`config.mk`:
```
export PLATFORM = sky130hd
export DESIGN_NAME = relative_byte_pattern_search_unit
export DESIGN_NICKNAME = d
export VERILOG_FILES = /design/src/rtl/core/rbps_pkg.sv /design/src/rtl/core/relative_byte_pattern_search_unit.sv
export SDC_FILE = /design/constraint.sdc
export NUM_CORES = 1
export LEC_CHECK = 0
export ABC_AREA = 0
export BUFFER_PORTS_ARGS = -buffer_cell sky130_fd_sc_hd__buf_2
export CORE_UTILIZATION = 46
export DETAILED_ROUTE_END_ITERATION = 8
export GPL_ROUTABILITY_DRIVEN = 1
export HOLD_SLACK_MARGIN = 0.15
export PLACE_DENSITY_LB_ADDON = 0.12
export REMOVE_ABC_BUFFERS = 1
export SETUP_SLACK_MARGIN = 0.02
export SLEW_MARGIN = 10
export SYNTH_ARGS = -nofsm -noshare
export SYNTH_HDL_FRONTEND = slang
export SYNTH_SLANG_ARGS = --single-unit
```
`constraint.sdc`:
```
create_clock -name i_clk -period 9 [get_ports i_clk]
set_input_delay 1.8 -clock i_clk [delete_from_list [all_inputs] [get_ports i_clk]]
set_output_delay 1.8 -clock i_clk [all_outputs]
set_load 0.005 [all_outputs]
```
`src/rtl/core/rbps_pkg.sv`:
```
`default_nettype none

package rbps_pkg;

    // Window depth and position counter size
    localparam int MAX_PATTERN   = 8;
    localparam int POSITION_BITS = 32;

    // Derived widths
    localparam int IDX_W  = (MAX_PATTERN > 1) ? $clog2(MAX_PATTERN) : 1;
    localparam int FILL_W = $clog2(MAX_PATTERN + 1);
    localparam int LEN_W  = 4;
    localparam int PAT_W  = 8 * MAX_PATTERN;
    localparam int MPOS_W = 32;

    // Configuration port
    localparam int CFG_ADDR_W = 2;
    localparam int CFG_DATA_W = 64;

    localparam logic [CFG_ADDR_W-1:0] CFG_PATTERN_BYTES  = CFG_ADDR_W'(0);
    localparam logic [CFG_ADDR_W-1:0] CFG_PATTERN_LENGTH = CFG_ADDR_W'(1);

    localparam logic [POSITION_BITS-1:0] POS_TOP = '1;

    typedef logic [7:0] t_byte;

    // Clamp the configured length into 1..MAX_PATTERN
    function automatic logic [LEN_W-1:0] eff_length(input logic [LEN_W-1:0] len);
        logic [LEN_W-1:0] n;
        n = len;
        if (n == '0) begin
            n = LEN_W'(1);
        end
        if (n > LEN_W'(MAX_PATTERN)) begin
            n = LEN_W'(MAX_PATTERN);
        end
        return n;
    endfunction

endpackage

`default_nettype wire

```
`src/rtl/core/relative_byte_pattern_search_unit.sv`:
```
`default_nettype none

// Relative byte pattern search. Content bytes arrive one per input beat; the
// unit keeps the latest MAX_PATTERN bytes and reports every window that equals
// the configured pattern plus one common offset (mod 256), giving the start
// index of the window and the offset, in stream order. A beat with
// start_of_content set clears the window and restarts indexing at zero; the
// index saturates at its top value. One byte is taken every clock: the shift
// window, the eight byte subtract-compares and the output register form a
// single stage, so the only hold-off is a stalled, full output register.
// Write pattern_bytes (index 0) and pattern_length (index 1) only while idle.
module relative_byte_pattern_search_unit (
    input  wire                                   i_clk,
    input  wire                                   i_rst_n,
    // configuration
    input  wire                                   i_cfg_we,
    input  wire  [rbps_pkg::CFG_ADDR_W-1:0]       i_cfg_index,
    input  wire  [rbps_pkg::CFG_DATA_W-1:0]       i_cfg_data,
    // input channel
    input  wire                                   i_in_valid,
    output logic                                  o_in_stall,
    input  wire  [7:0]                            i_data_byte,
    input  wire                                   i_start_of_content,
    // output channel
    output logic                                  o_out_valid,
    input  wire                                   i_out_stall,
    output logic [rbps_pkg::MPOS_W-1:0]           o_match_position,
    output logic [7:0]                            o_match_offset
);
    import rbps_pkg::*;

    logic [PAT_W-1:0]         r_pattern;
    logic [LEN_W-1:0]         r_length;
    t_byte                    r_win [MAX_PATTERN];
    t_byte                    n_win [MAX_PATTERN];
    logic [FILL_W-1:0]        r_fill;
    logic [FILL_W-1:0]        n_fill;
    logic [POSITION_BITS-1:0] r_pos;
    logic [POSITION_BITS-1:0] n_pos;
    logic [POSITION_BITS-1:0] here;
    logic                     r_out_vld;
    logic [MPOS_W-1:0]        r_mpos;
    logic [MPOS_W-1:0]        n_mpos;
    t_byte                    r_moff;
    t_byte                    n_moff;
    logic                     in_acc;
    logic                     hit;
    logic [LEN_W-1:0]         len;
    logic [IDX_W-1:0]         len_m1;
    logic [FILL_W-1:0]        fill_base;
    logic [IDX_W-1:0]         idx;
    t_byte                    diff;

    // Hold input while the result register is full and stalled
    assign o_in_stall = r_out_vld & i_out_stall;
    assign in_acc     = i_in_valid & ~o_in_stall;

    // Write configuration registers
    always_ff @(posedge i_clk) begin
        if (!i_rst_n) begin
            r_pattern <= '0;
            r_length  <= LEN_W'(1);
        end else if (i_cfg_we) begin
            if (i_cfg_index == CFG_PATTERN_BYTES) begin
                r_pattern <= PAT_W'(i_cfg_data);
            end else if (i_cfg_index == CFG_PATTERN_LENGTH) begin
                r_length <= i_cfg_data[LEN_W-1:0];
            end
        end
    end

    // Shift the new byte into the window, advance fill and position
    always_comb begin
        n_win[0] = i_data_byte;
        for (int i = 1; i < MAX_PATTERN; i++) begin
            n_win[i] = i_start_of_content ? 8'h00 : r_win[i-1];
        end
        fill_base = i_start_of_content ? '0 : r_fill;
        n_fill    = (fill_base < FILL_W'(MAX_PATTERN)) ? fill_base + FILL_W'(1) : fill_base;
        here      = i_start_of_content ? '0 : r_pos;
        n_pos     = (here < POS_TOP) ? here + POSITION_BITS'(1) : here;
    end

    // Compare every window byte against its pattern byte under one offset
    always_comb begin
        len    = eff_length(r_length);
        len_m1 = IDX_W'(len - LEN_W'(1));
        n_moff = n_win[len_m1] - r_pattern[7:0];
        hit    = (FILL_W'(len) <= n_fill);
        for (int i = 1; i < MAX_PATTERN; i++) begin
            idx  = len_m1 - IDX_W'(i);
            diff = n_win[idx] - r_pattern[8*i +: 8];
            if ((i < int'(len)) && (diff != n_moff)) begin
                hit = 1'b0;
            end
        end
        n_mpos = MPOS_W'(here - POSITION_BITS'(len_m1));
    end

    // Window state
    always_ff @(posedge i_clk) begin
        if (!i_rst_n) begin
            r_fill <= '0;
            r_pos  <= '0;
            for (int i = 0; i < MAX_PATTERN; i++) begin
                r_win[i] <= 8'h00;
            end
        end else if (in_acc) begin
            r_fill <= n_fill;
            r_pos  <= n_pos;
            for (int i = 0; i < MAX_PATTERN; i++) begin
                r_win[i] <= n_win[i];
            end
        end
    end

    // Result register: load on a hit, drop when the beat is taken
    always_ff @(posedge i_clk) begin
        if (!i_rst_n) begin
            r_out_vld <= 1'b0;
        end else if (in_acc) begin
            r_out_vld <= hit;
        end else if (!i_out_stall) begin
            r_out_vld <= 1'b0;
        end
    end

    always_ff @(posedge i_clk) begin
        if (in_acc && hit) begin
            r_mpos <= n_mpos;
            r_moff <= n_moff;
        end
    end

    assign o_out_valid      = r_out_vld;
    assign o_match_position = r_mpos;
    assign o_match_offset   = r_moff;

`ifndef NO_ASSERTIONS
    // Fill count never passes the window depth
    a_fill_bound: assert property (@(posedge i_clk) disable iff (!i_rst_n)
        r_fill <= FILL_W'(MAX_PATTERN))
        else $error("fill count above window depth");

    // A start beat restarts indexing at one byte in
    a_start_restart: assert property (@(posedge i_clk) disable iff (!i_rst_n)
        in_acc && i_start_of_content |=> (r_pos == POSITION_BITS'(1)) && (r_fill == FILL_W'(1)))
        else $error("start beat did not restart the window");

    // Position advances by one per accepted byte until it saturates
    a_pos_step: assert property (@(posedge i_clk) disable iff (!i_rst_n)
        in_acc && !i_start_of_content && (r_pos != POS_TOP)
        |=> r_pos == $past(r_pos) + POSITION_BITS'(1))
        else $error("position did not advance");

    // A full, stalled result register blocks the input side
    a_backpressure: assert property (@(posedge i_clk) disable iff (!i_rst_n)
        o_out_valid && i_out_stall |-> !in_acc)
        else $error("input taken while result held");
`endif

endmodule

`default_nettype wire

```
==> impl_metrics.json, run 1 <==
{
  "setup.worst_path.start_class": "flip-flop",
  "critical_path.reg2reg.startpoint": "r_length[3]$_SDFFE_PN0P_",
  "globalRouteOverflowTotal": 0,
  "synthDominantAreaCellType": "edfxtp_1",
  "fmax_mhz": 132,
  "timing.setup.critical_path_class": "flip-flop to flip-flop",
  "critical-path-slowest-cell": "xor2_1",
  "violations_in_the_final_reports": "DRC",
  "cts_post_setup_buffers_inserted": 0,
  "critPathRequiredTime_ps": 9170,
  "floorplan.die.width_um": 179,
  "post_cts_resize_count": 0,
  "vdd_ir_drop_max_mv": 0.134,
  "tns_ps": 0,
  "first_pass_iters": 8,
  "finalNonFillerCells": 2201,
  "grt_pass1_wl_um": 64700,
  "core-area_sq_mm": 0.0307,
  "mappedNetlistArea_sq_mm": 0.0145,
  "portBuffers": 121,
  "timing.reg2reg.worst_path_depth": 17,
  "yosys_register_bits": 201,
  "worst-endpoint-arrival_ps": 7760,
  "worst_setup_path_startpoint": "r_length[3]$_SDFFE_PN0P_",
  "routed_via_density": 5.71,
  "antenna_found_initial": 1,
  "synth-edff-count": 96,
  "timing_worst_slew_pin_value_ps": 1200,
  "ant_nets": 0,
  "yosys.cell_count.top_type": "nand2_1",
  "synth.area.top_cells": "edfxtp_1 20%, dfxtp_1 15%, mux2i_1 8.2%, nand2_1 7.8%, a21oi_1 6.0%",
  "first_global_vias": 11500,
  "layout.nets": 1942,
  "status": "finished, violations left",
  "layout_worst_path_cycle_share_pct": 84.3,
  "gp_congestion": 0.947,
  "cts-root-buf": "clkbuf_16",
  "crit_chain": "nand2b_1 -> inv_1 -> ha_1 -> inv_1 -> mux2_2 -> ha_1 -> fa_1 -> nand2b_1 -> a21oi_1 -> xor2_1 -> xor2_1 -> nor4_1 -> nor2b_1 -> o211a_1 -> o2111ai_1 -> a211oi_4 -> buf_4",
  "design_area_sq_mm": 0.0161,
  "post-route-util_pct": 52.3,
  "route.vias.total": 12600,
  "synth.yosys.warnings": 0,
  "fp.dieH_um": 179,
  "power_per_cell_area_mw_per_mm2": 179,
  "fp-row-count": 64,
  "crit_path_end_kind": "flip-flop",
  "synth_common_cells": "301 x nand2_1, 172 x a21oi_1, 118 x mux2i_1",
  "cts_hold_repair.buffers": 0,
  "synth_largest_type_area_fraction_pct": 19.9,
  "drive_above_1_share_pct": 12.0,
  "hold_class": "flip-flop to flip-flop",
  "per_cell_routed_wire_length_um": 19.0,
  "initial_util_pct": 47.0,
  "dr.first_iter.drc_count": 1152,
  "die_area_sq_mm": 0.0321,
  "grtUsageTotal_pct": 26.1,
  "relSlewSlack_pct": 19.8,
  "cts.reportedPaths.clkPinSlew_ps": 60,
  "cts_tree": "built",
  "pin_count": 122,
  "finalHoldViolCount": 0,
  "placedInstanceArea_sq_mm": 0.0153,
  "critPathMaxStageDelay_ps": 940,
  "worstReg2RegEnd": "o_match_position[0]$_DFFE_PP_",
  "route.detailed.drc": 8,
  "ys_types": 85,
  "synthesis.area_per_instance_sq_um": 8.37,
  "clock_skew_ps": 15.1,
  "dpl.cell_count": 2155,
  "inserted_clock_buffers": 25,
  "htree_num_levels": 1,
  "maxCapViolations": 0,
  "syn_to_final_growth_pct": 11.2,
  "rsz0062_at_grt": "false",
  "post-dp-hpwl_um": 30500,
  "setup_viol": 0,
  "clock_insertion_delay_worst_skew_ps": 540,
  "leakage_nw": 6.32,
  "ctsLongestPathBuffers": 3,
  "largest_fanout_on_the_critical_path": 32,
  "synth_top_flop_cell": "dfxtp_1",
  "worstSetupEndpoint": "o_match_position[0]$_DFFE_PP_",
  "period_minus_slack_ps": 7580,
  "cts_sinks": 201,
  "drt-total-wl_um": 41700,
  "total_power_mw": 2.87,
  "grt_start_max_net_pins": 65,
  "synth.yosys.seq_area_share_pct": 34.5,
  "r2r_setup_slack_ps": 1420,
  "async_flop_share_pct": 0,
  "slew_violations": 0,
  "postSynthCellCount": 1728
}
-- cells by family (layout without fill, tap and decap cells) --
kind of cell,Yosys count,after routing,synth area share [%]
muxes,128,128,9.18
and+or+nand+nor,639,639,20.8
xor gates and xnor gates,109,109,7.61
AOI/OAI and AO/OA,381,381,15.6
buffers and inverters,194,270,5.26
DFF,201,201,34.5
other,0,1,0
adders and majority gates,76,76,7.04
-- how the worst min path moves through the flow --
stage,from,endpoint,cells past startpoint
2_1_floorplan,r_pattern[10]$_SDFFE_PN0P_,r_pattern[10]$_SDFFE_PN0P_,2
3_3_place_gp,r_pattern[37]$_SDFFE_PN0P_,r_pattern[37]$_SDFFE_PN0P_,2
3_5_place_dp,r_pattern[9]$_SDFFE_PN0P_,r_pattern[9]$_SDFFE_PN0P_,2
4_1_cts,r_pattern[9]$_SDFFE_PN0P_,r_pattern[9]$_SDFFE_PN0P_,2
5_1_grt,r_pattern[30]$_SDFFE_PN0P_,r_pattern[30]$_SDFFE_PN0P_,2
6_report,r_pattern[28]$_SDFFE_PN0P_,r_pattern[28]$_SDFFE_PN0P_,2
-- routing by layer --
metal  track usage, %  vias to the layer above  part of all wire (%)
met4             8.86                        0                   3.3
met5                0                        -                     0
li1                 -                     6154                     -
met1             38.3                     6011                    47
met2             38.9                      327                    43
met3             3.82                       71                   6.2
-- layout by cell type (no fill, tap or decap), types with 8 or more instances in the layout --
cell type,instances
nand2_1,300
buf_4,22
a21o_1,13
mux2i_1,118
or3_1,12
nand4_1,8
a211oi_1,10
xnor2_1,81
a31oi_1,8
and2_1,39
buf_2,120
xor2_1,15
dfxtp_1,105
nand3_1,25
nor3_1,24
nor2_1,115
a22oi_1,14
ha_1,67
and3_1,30
nand2b_1,16
nor4_1,9
clkbuf_16,25
nor2b_1,21
edfxtp_1,96
o21ai_0,94
a311oi_1,13
fa_1,9
inv_1,80
a21oi_1,172
-- where the power goes --
group / total, mW / internal (mW) / switching [mW]
sequential: 1.06 / 1.03 / 0.0323
clock: 0.959 / 0.552 / 0.407
combinational: 0.850 / 0.373 / 0.478
-- state kept, by name, indices dropped and copies added, names as in the netlist --
name,cells
r_fill,4
o_match_offset,8
o_match_position,32
r_length,4
o_out_valid,1
r_pos,32
r_pattern,64
r_win,56
-- final cells by class --
| cell class | count | area, sq um |
|---|---|---|
| inverters | 83 | 319 |
| fillers | 2961 | 14700 |
| diodes | 1 | 2.50 |
| flip-flops and latches | 201 | 4980 |
| well taps | 396 | 495 |
| clock inverters | 14 | 96.3 |
| repair buffers | 142 | 766 |
| multi-input cells | 1333 | 8740 |
| clock buffers | 31 | 668 |
-- critical path: cells and delay by family (launching register included) --
family	cells	cell delay, ps
AOI/OAI and AO/OA	4	1090
xor gates and xnor gates	2	1090
adders and majority gates	3	1070
buffers and inverters	3	1360
DFF	1	760
muxes	1	410
and+or+nand+nor	4	1410
-- through the flow --
step,setup slack [ps],hold WS (ps)
detailed placement,1470,447
finish,1420,452
global route,859,474
global placement,1710,444
CTS,1470,455
floorplan,-634,436
Note: power is estimated with default switching activity, not from simulation.
==> run 2: changes to the inputs <==
- clock period: 9 -> 7.67 ns (I/O delays scaled with it)
==> impl_metrics.json, run 2 (same netlist as run 1, synthesis figures left out) <==
{
  "cts_tree": "built",
  "portBuffers": 121,
  "critPathMaxStageDelay_ps": 770,
  "leakage_nw": 6.36,
  "per_cell_routed_wire_length_um": 18.6,
  "layout_setup_ws_ps": 684,
  "fmax_mhz": 143,
  "relSlewSlack_pct": 40.7,
  "hold_class": "flip-flop to flip-flop",
  "r2r_setup_slack_ps": 680,
  "core-area_sq_mm": 0.0307,
  "slew_violations": 0,
  "hold_path_startpoint": "r_pattern[46]$_SDFFE_PN0P_",
  "vdd_ir_drop_max_mv": 0.168,
  "largest_reg_flops": 64,
  "share_clk_of_total_power_pct": 33.5,
  "placedInstanceArea_sq_mm": 0.0154,
  "antenna_found_initial": 0,
  "initial_util_pct": 47.0,
  "dp_worst_setup_slack_ps": 798,
  "switchingPower_mw": 1.09,
  "violations_in_the_final_reports": "DRC",
  "maxCapViolations": 0,
  "clock_skew_ps": 16.7,
  "timing_worst_slew_pin_value_ps": 888,
  "p_comb_share_pct": 29.9,
  "clock_insertion_delay_worst_skew_ps": 540,
  "period_minus_slack_ps": 6990,
  "fp-row-count": 64,
  "critical_path.reg2reg.startpoint": "r_length[3]$_SDFFE_PN0P_",
  "layout_worst_path_cycle_share_pct": 91.1,
  "pin_count": 122,
  "floorplan.die.width_um": 179,
  "power_report.internal_total_mw": 2.31,
  "largest_fanout_on_the_critical_path": 32,
  "antenna_cells": 0,
  "crit_chain": "nand2b_1 -> inv_1 -> ha_1 -> buf_4 -> xnor2_2 -> buf_4 -> mux2i_1 -> ha_1 -> nor2b_1 -> o21ai_0 -> nand2b_1 -> a211oi_1 -> o21bai_1 -> a21oi_1 -> xnor3_1 -> nor4_2 -> nor2_1 -> a211oi_4 -> buf_4",
  "setup.worst_path.start_class": "flip-flop",
  "first_global_vias": 11500,
  "timing.setup.critical_path_class": "flip-flop to flip-flop",
  "grtUsageTotal_pct": 25.5,
  "critical-path-slowest-cell": "dfxtp_1",
  "setup_viol": 0,
  "power_per_cell_area_mw_per_mm2": 210,
  "gp_congestion": 0.905,
  "whs_endpoint": "r_pattern[46]$_SDFFE_PN0P_",
  "htree_num_levels": 1,
  "syn_to_final_growth_pct": 11.6,
  "timing.reg2reg.worst_path_depth": 19,
  "rsz0062_at_grt": "false",
  "largestRegisters": "r_pattern x64, r_win x56",
  "timing.critical_path.mode_cell": "buf_4",
  "total_power_mw": 3.40,
  "design_area_sq_mm": 0.0161,
  "post_cts_resize_count": 0,
  "cts-root-buf": "clkbuf_16",
  "route.detailed.drc": 8,
  "cts_sinks": 201,
  "crit_path_end_kind": "flip-flop",
  "most_flop_heavy_register": "r_pattern",
  "post-dp-hpwl_um": 30100,
  "route.vias.total": 12600,
  "switching_part_of_the_total_power_pct": 32.1,
  "tns_ps": 0,
  "fp.dieH_um": 179,
  "dr.first_iter.drc_count": 973,
  "fillers": 3006,
  "grt_pass1_wl_um": 63500,
  "cts.reportedPaths.clkPinSlew_ps": 60,
  "cts_hold_repair.buffers": 0,
  "grt_start_max_net_pins": 74,
  "drive_above_1_share_pct": 12.6,
  "critPathRequiredTime_ps": 7840,
  "layout.nets": 1949,
  "cts_post_setup_buffers_inserted": 0,
  "most_common_cell_after_layout_fill_and_taps_aside": "nand2_1",
  "ctsLongestPathBuffers": 3,
  "worst-endpoint-arrival_ps": 7150,
  "first_pass_iters": 8,
  "inserted_clock_buffers": 25,
  "ant_nets": 0,
  "finalHoldViolCount": 0,
  "post-route-util_pct": 52.5,
  "globalRouteOverflowTotal": 0,
  "routed_via_density": 5.70,
  "drt-total-wl_um": 41100,
  "die_area_sq_mm": 0.0321,
  "mostFrequentLayoutCells": "300 x nand2_1, 172 x a21oi_1, 120 x buf_2",
  "seqPwrFrac_pct": 36.6,
  "worstReg2RegEnd": "o_match_position[1]$_DFFE_PP_",
  "worstHoldPathCells": 2,
  "status": "finished, violations left"
}
## run 2: cell types whose count changed in the layout (fill, tap and decap cells not counted), sizes merged
| cell | before | now |
|---|---|---|
| buf | 142 | 149 |
| inv | 84 | 85 |
| clkinv | 11 | 8 |
| clkinvlp | 1 | 3 |
| diode | 1 | 0 |
## run 2: power groups by stage
| stage | Clock (mW) | Combinational, mW | Sequential [mW] |
|---|---|---|---|
| final | 1.14 | 1.01 | 1.24 |
| after detailed placement | 0 | 1.00 | 1.27 |
| after CTS | 1.16 | 1.01 | 1.24 |
| after global routing | 1.20 | 1.11 | 1.25 |
| after floorplan | 0 | 0.716 | 1.26 |
| after global placement | 0 | 0.993 | 1.26 |
## run 2: metrics by stage
stage | cells | hold slack, ps
6_report | 2207 | 454
5_1_grt | 2207 | 469
4_1_cts | 2207 | 455
3_5_place_dp | 2162 | 447
3_3_place_gp | 2162 | 443
2_1_floorplan | 1617 | 436
## run 2: worst max path at each step
| stage | start | end | slack (ps) |
|---|---|---|---|
| 2_1_floorplan | r_length[3]$_SDFFE_PN0P_ | o_match_offset[0]$_DFFE_PP_ | -1960 |
| 3_3_place_gp | r_length[3]$_SDFFE_PN0P_ | o_match_position[0]$_DFFE_PP_ | 960 |
| 3_5_place_dp | r_length[3]$_SDFFE_PN0P_ | o_match_position[0]$_DFFE_PP_ | 800 |
| 4_1_cts | r_length[3]$_SDFFE_PN0P_ | o_match_position[1]$_DFFE_PP_ | 760 |
| 5_1_grt | r_length[3]$_SDFFE_PN0P_ | o_match_position[2]$_DFFE_PP_ | 310 |
| 6_report | r_length[3]$_SDFFE_PN0P_ | o_match_position[1]$_DFFE_PP_ | 680 |
## run 2: layout make-up
cell class / instances / area (sq um) / area share [%]
multi-input combinational: 1333 / 8740 / 54.2
clock inverter: 14 / 106 / 0.659
timing repair buffer: 149 / 818 / 5.07
sequential: 201 / 4980 / 30.9
inverter: 83 / 319 / 1.98
tap: 396 / 495 / 3.07
clock buffer: 31 / 669 / 4.15
## run 2: critical path: cells and delay by family, from the launching register on
kind                       cells  cell delay [ps]
AOI/OAI and AO/OA              5              940
adders and majority gates      2             1030
muxes                          1              480
DFF                            1              770
xor gates and xnor gates       2              590
buffers and inverters          4             1460
and+or+nand+nor                5             1280
## run 2: layer usage
| metal | global-route usage (%) | up-vias | share of wire [%] |
|---|---|---|---|
| li1 | - | 6178 | - |
| met3 | 4.30 | 74 | 6.8 |
| met4 | 8.16 | 0 | 3.2 |
| met5 | 0.160 | - | 0 |
| met2 | 37.8 | 388 | 43 |
| met1 | 37.2 | 5937 | 47 |
==> run 3: changes to the inputs <==
- BUFFER_PORTS_ARGS: -buffer_cell sky130_fd_sc_hd__buf_2 -> -buffer_cell sky130_fd_sc_hd__buf_4
- CAP_MARGIN: unset -> 10
- CTS_BUF_LIST: unset -> sky130_fd_sc_hd__clkbuf_4
==> impl_metrics.json, run 3 (same netlist as run 1, synthesis figures left out) <==
{
  "most_flop_heavy_register": "r_pattern",
  "power_per_cell_area_mw_per_mm2": 201,
  "leakage_nw": 6.54,
  "grtUsageTotal_pct": 26.1,
  "routed_via_density": 5.62,
  "drive_above_1_share_pct": 15.2,
  "post_cts_resize_count": 0,
  "path_depth": 20,
  "critPathMaxStageDelay_ps": 790,
  "syn_to_final_growth_pct": 13.6,
  "floorplan.die.width_um": 179,
  "setup_viol": 0,
  "status": "finished, violations left",
  "critical_path.reg2reg.startpoint": "r_length[3]$_SDFFE_PN0P_",
  "largest_fanout_on_the_critical_path": 32,
  "crit_buf_inv": 4,
  "placedInstanceArea_sq_mm": 0.0157,
  "gp_congestion": 0.925,
  "post-route-util_pct": 53.4,
  "crit_path_end_kind": "flip-flop",
  "clock_skew_ps": 43.0,
  "setup.worst_path.start_class": "flip-flop",
  "dr.first_iter.drc_count": 1020,
  "die_area_sq_mm": 0.0321,
  "clock_insertion_delay_worst_skew_ps": 730,
  "largest_reg_flops": 64,
  "cts_sinks": 201,
  "violations_in_the_final_reports": "DRC",
  "htree_num_levels": 2,
  "rsz0062_at_grt": "false",
  "critical-path-slowest-cell": "dfxtp_1",
  "cts_tree": "built",
  "inserted_clock_buffers": 58,
  "critPathTopFamily": "compound AO/OA/AOI/OAI gates",
  "worst_setup_path_startpoint": "r_length[3]$_SDFFE_PN0P_",
  "grt_pass1_wl_um": 65400,
  "cts.reportedPaths.clkPinSlew_ps": 80,
  "timing_worst_slew_pin_value_ps": 898,
  "critPathRequiredTime_ps": 8060,
  "crit_chain": "nand2b_1 -> inv_1 -> ha_1 -> buf_4 -> xnor2_2 -> mux2_2 -> ha_1 -> inv_1 -> fa_1 -> a21o_1 -> a21oi_1 -> o21bai_1 -> a21oi_1 -> xnor2_1 -> xnor2_1 -> nand4_1 -> nor4_2 -> nor2_1 -> a211oi_4 -> buf_12",
  "first_pass_iters": 7,
  "relSlewSlack_pct": 40.0,
  "cts-root-buf": "clkbuf_4",
  "worst-endpoint-arrival_ps": 7390,
  "pin_count": 122,
  "slew_violations": 0,
  "mostFrequentLayoutCells": "300 x nand2_1, 172 x a21oi_1, 148 x buf_4",
  "most_common_cell_after_layout_fill_and_taps_aside": "nand2_1",
  "per_cell_routed_wire_length_um": 18.1,
  "cts_post_setup_buffers_inserted": 0,
  "grt_start_max_net_pins": 65,
  "hold_class": "flip-flop to flip-flop",
  "post-dp-hpwl_um": 29900,
  "fp.dieH_um": 179,
  "antenna_found_initial": 1,
  "layout_worst_path_cycle_share_pct": 91.3,
  "maxCapViolations": 0,
  "timing.reg2reg.worst_path_depth": 20,
  "design_area_sq_mm": 0.0164,
  "vdd_ir_drop_max_mv": 0.0996,
  "fmax_mhz": 143,
  "route.detailed.drc": 8,
  "portBuffers": 121,
  "globalRouteOverflowTotal": 0,
  "layout.nets": 1982,
  "fillers": 2988,
  "r2r_setup_slack_ps": 660,
  "first_global_vias": 11900,
  "period_minus_slack_ps": 7010,
  "hold_path_startpoint": "r_pattern[26]$_SDFFE_PN0P_",
  "ant_nets": 0,
  "core-area_sq_mm": 0.0307,
  "initial_util_pct": 47.0,
  "largestRegisters": "r_pattern x64, r_win x56",
  "worstHoldPathCells": 2,
  "drt-total-wl_um": 41000,
  "ctsLongestPathBuffers": 3,
  "whs_ps": 453,
  "finalHoldViolCount": 0,
  "cts_hold_repair.buffers": 0,
  "timing.setup.critical_path_class": "flip-flop to flip-flop",
  "fp-row-count": 64,
  "route.vias.total": 12800
}
run 3: cell count changes in the layout (fill, tap and decap cells not counted), sizes merged:
cell,previous run,this run
clkbuf,31,89
clkinv,8,17
clkinvlp,3,1
bufinv,1,0
diode,0,1
inv,85,84
run 3: final timing paths:
path,to
min,r_pattern[26]$_SDFFE_PN0P_
max,o_match_position[22]$_DFFE_PP_
min reg2reg,r_pattern[26]$_SDFFE_PN0P_
max reg2reg,o_match_position[22]$_DFFE_PP_
run 3: stage by stage:
step                cells  power (mW)  TNS, ps  setup slack [ps]
floorplan            1617        1.98   -78560             -1960
global placement     2162        2.28        0              1010
detailed placement   2162        2.29        0               818
CTS                  2270        3.32        0               768
global route         2271        3.50        0               299
finish               2271        3.30        0               664
run 3: report_power, final:
part | leakage, nW | total [mW] | internal, mW | switching (mW)
sequential | 1.86 | 1.25 | 1.21 | 0.0385
clock | 0.452 | 1.02 | 0.529 | 0.488
combinational | 4.23 | 1.03 | 0.473 | 0.560
run 3: metal layers:
| layer | vias up | GRT usage, % | wire (um) |
|---|---|---|---|
| li1 | 6272 | - | - |
| met1 | 6016 | 37.7 | 19400 |
| met2 | 408 | 40.3 | 18400 |
| met3 | 60 | 3.69 | 2480 |
| met4 | 0 | 7.14 | 732 |
| met5 | - | 0 | 0 |
run 3: layout make-up:
type                       instances  area, sq um  share of cell area [%]
antenna                            1         2.50                  0.0152
clock buffer                      89          668                    4.07
clock inverter                    19         85.1                   0.518
inverter                          83          319                    1.94
multi-input combinational       1333         8740                    53.2
sequential                       201         4980                    30.3
tap                              396          495                    3.02
timing repair buffer             149         1130                    6.89
run 3: worst min-delay path, delay by kind of cell, from the launching register on:
| kind | cells | cell delay [ps] |
|---|---|---|
| flops | 1 | 310 |
| simple gates | 1 | 50 |
| compound gates | 1 | 50 |
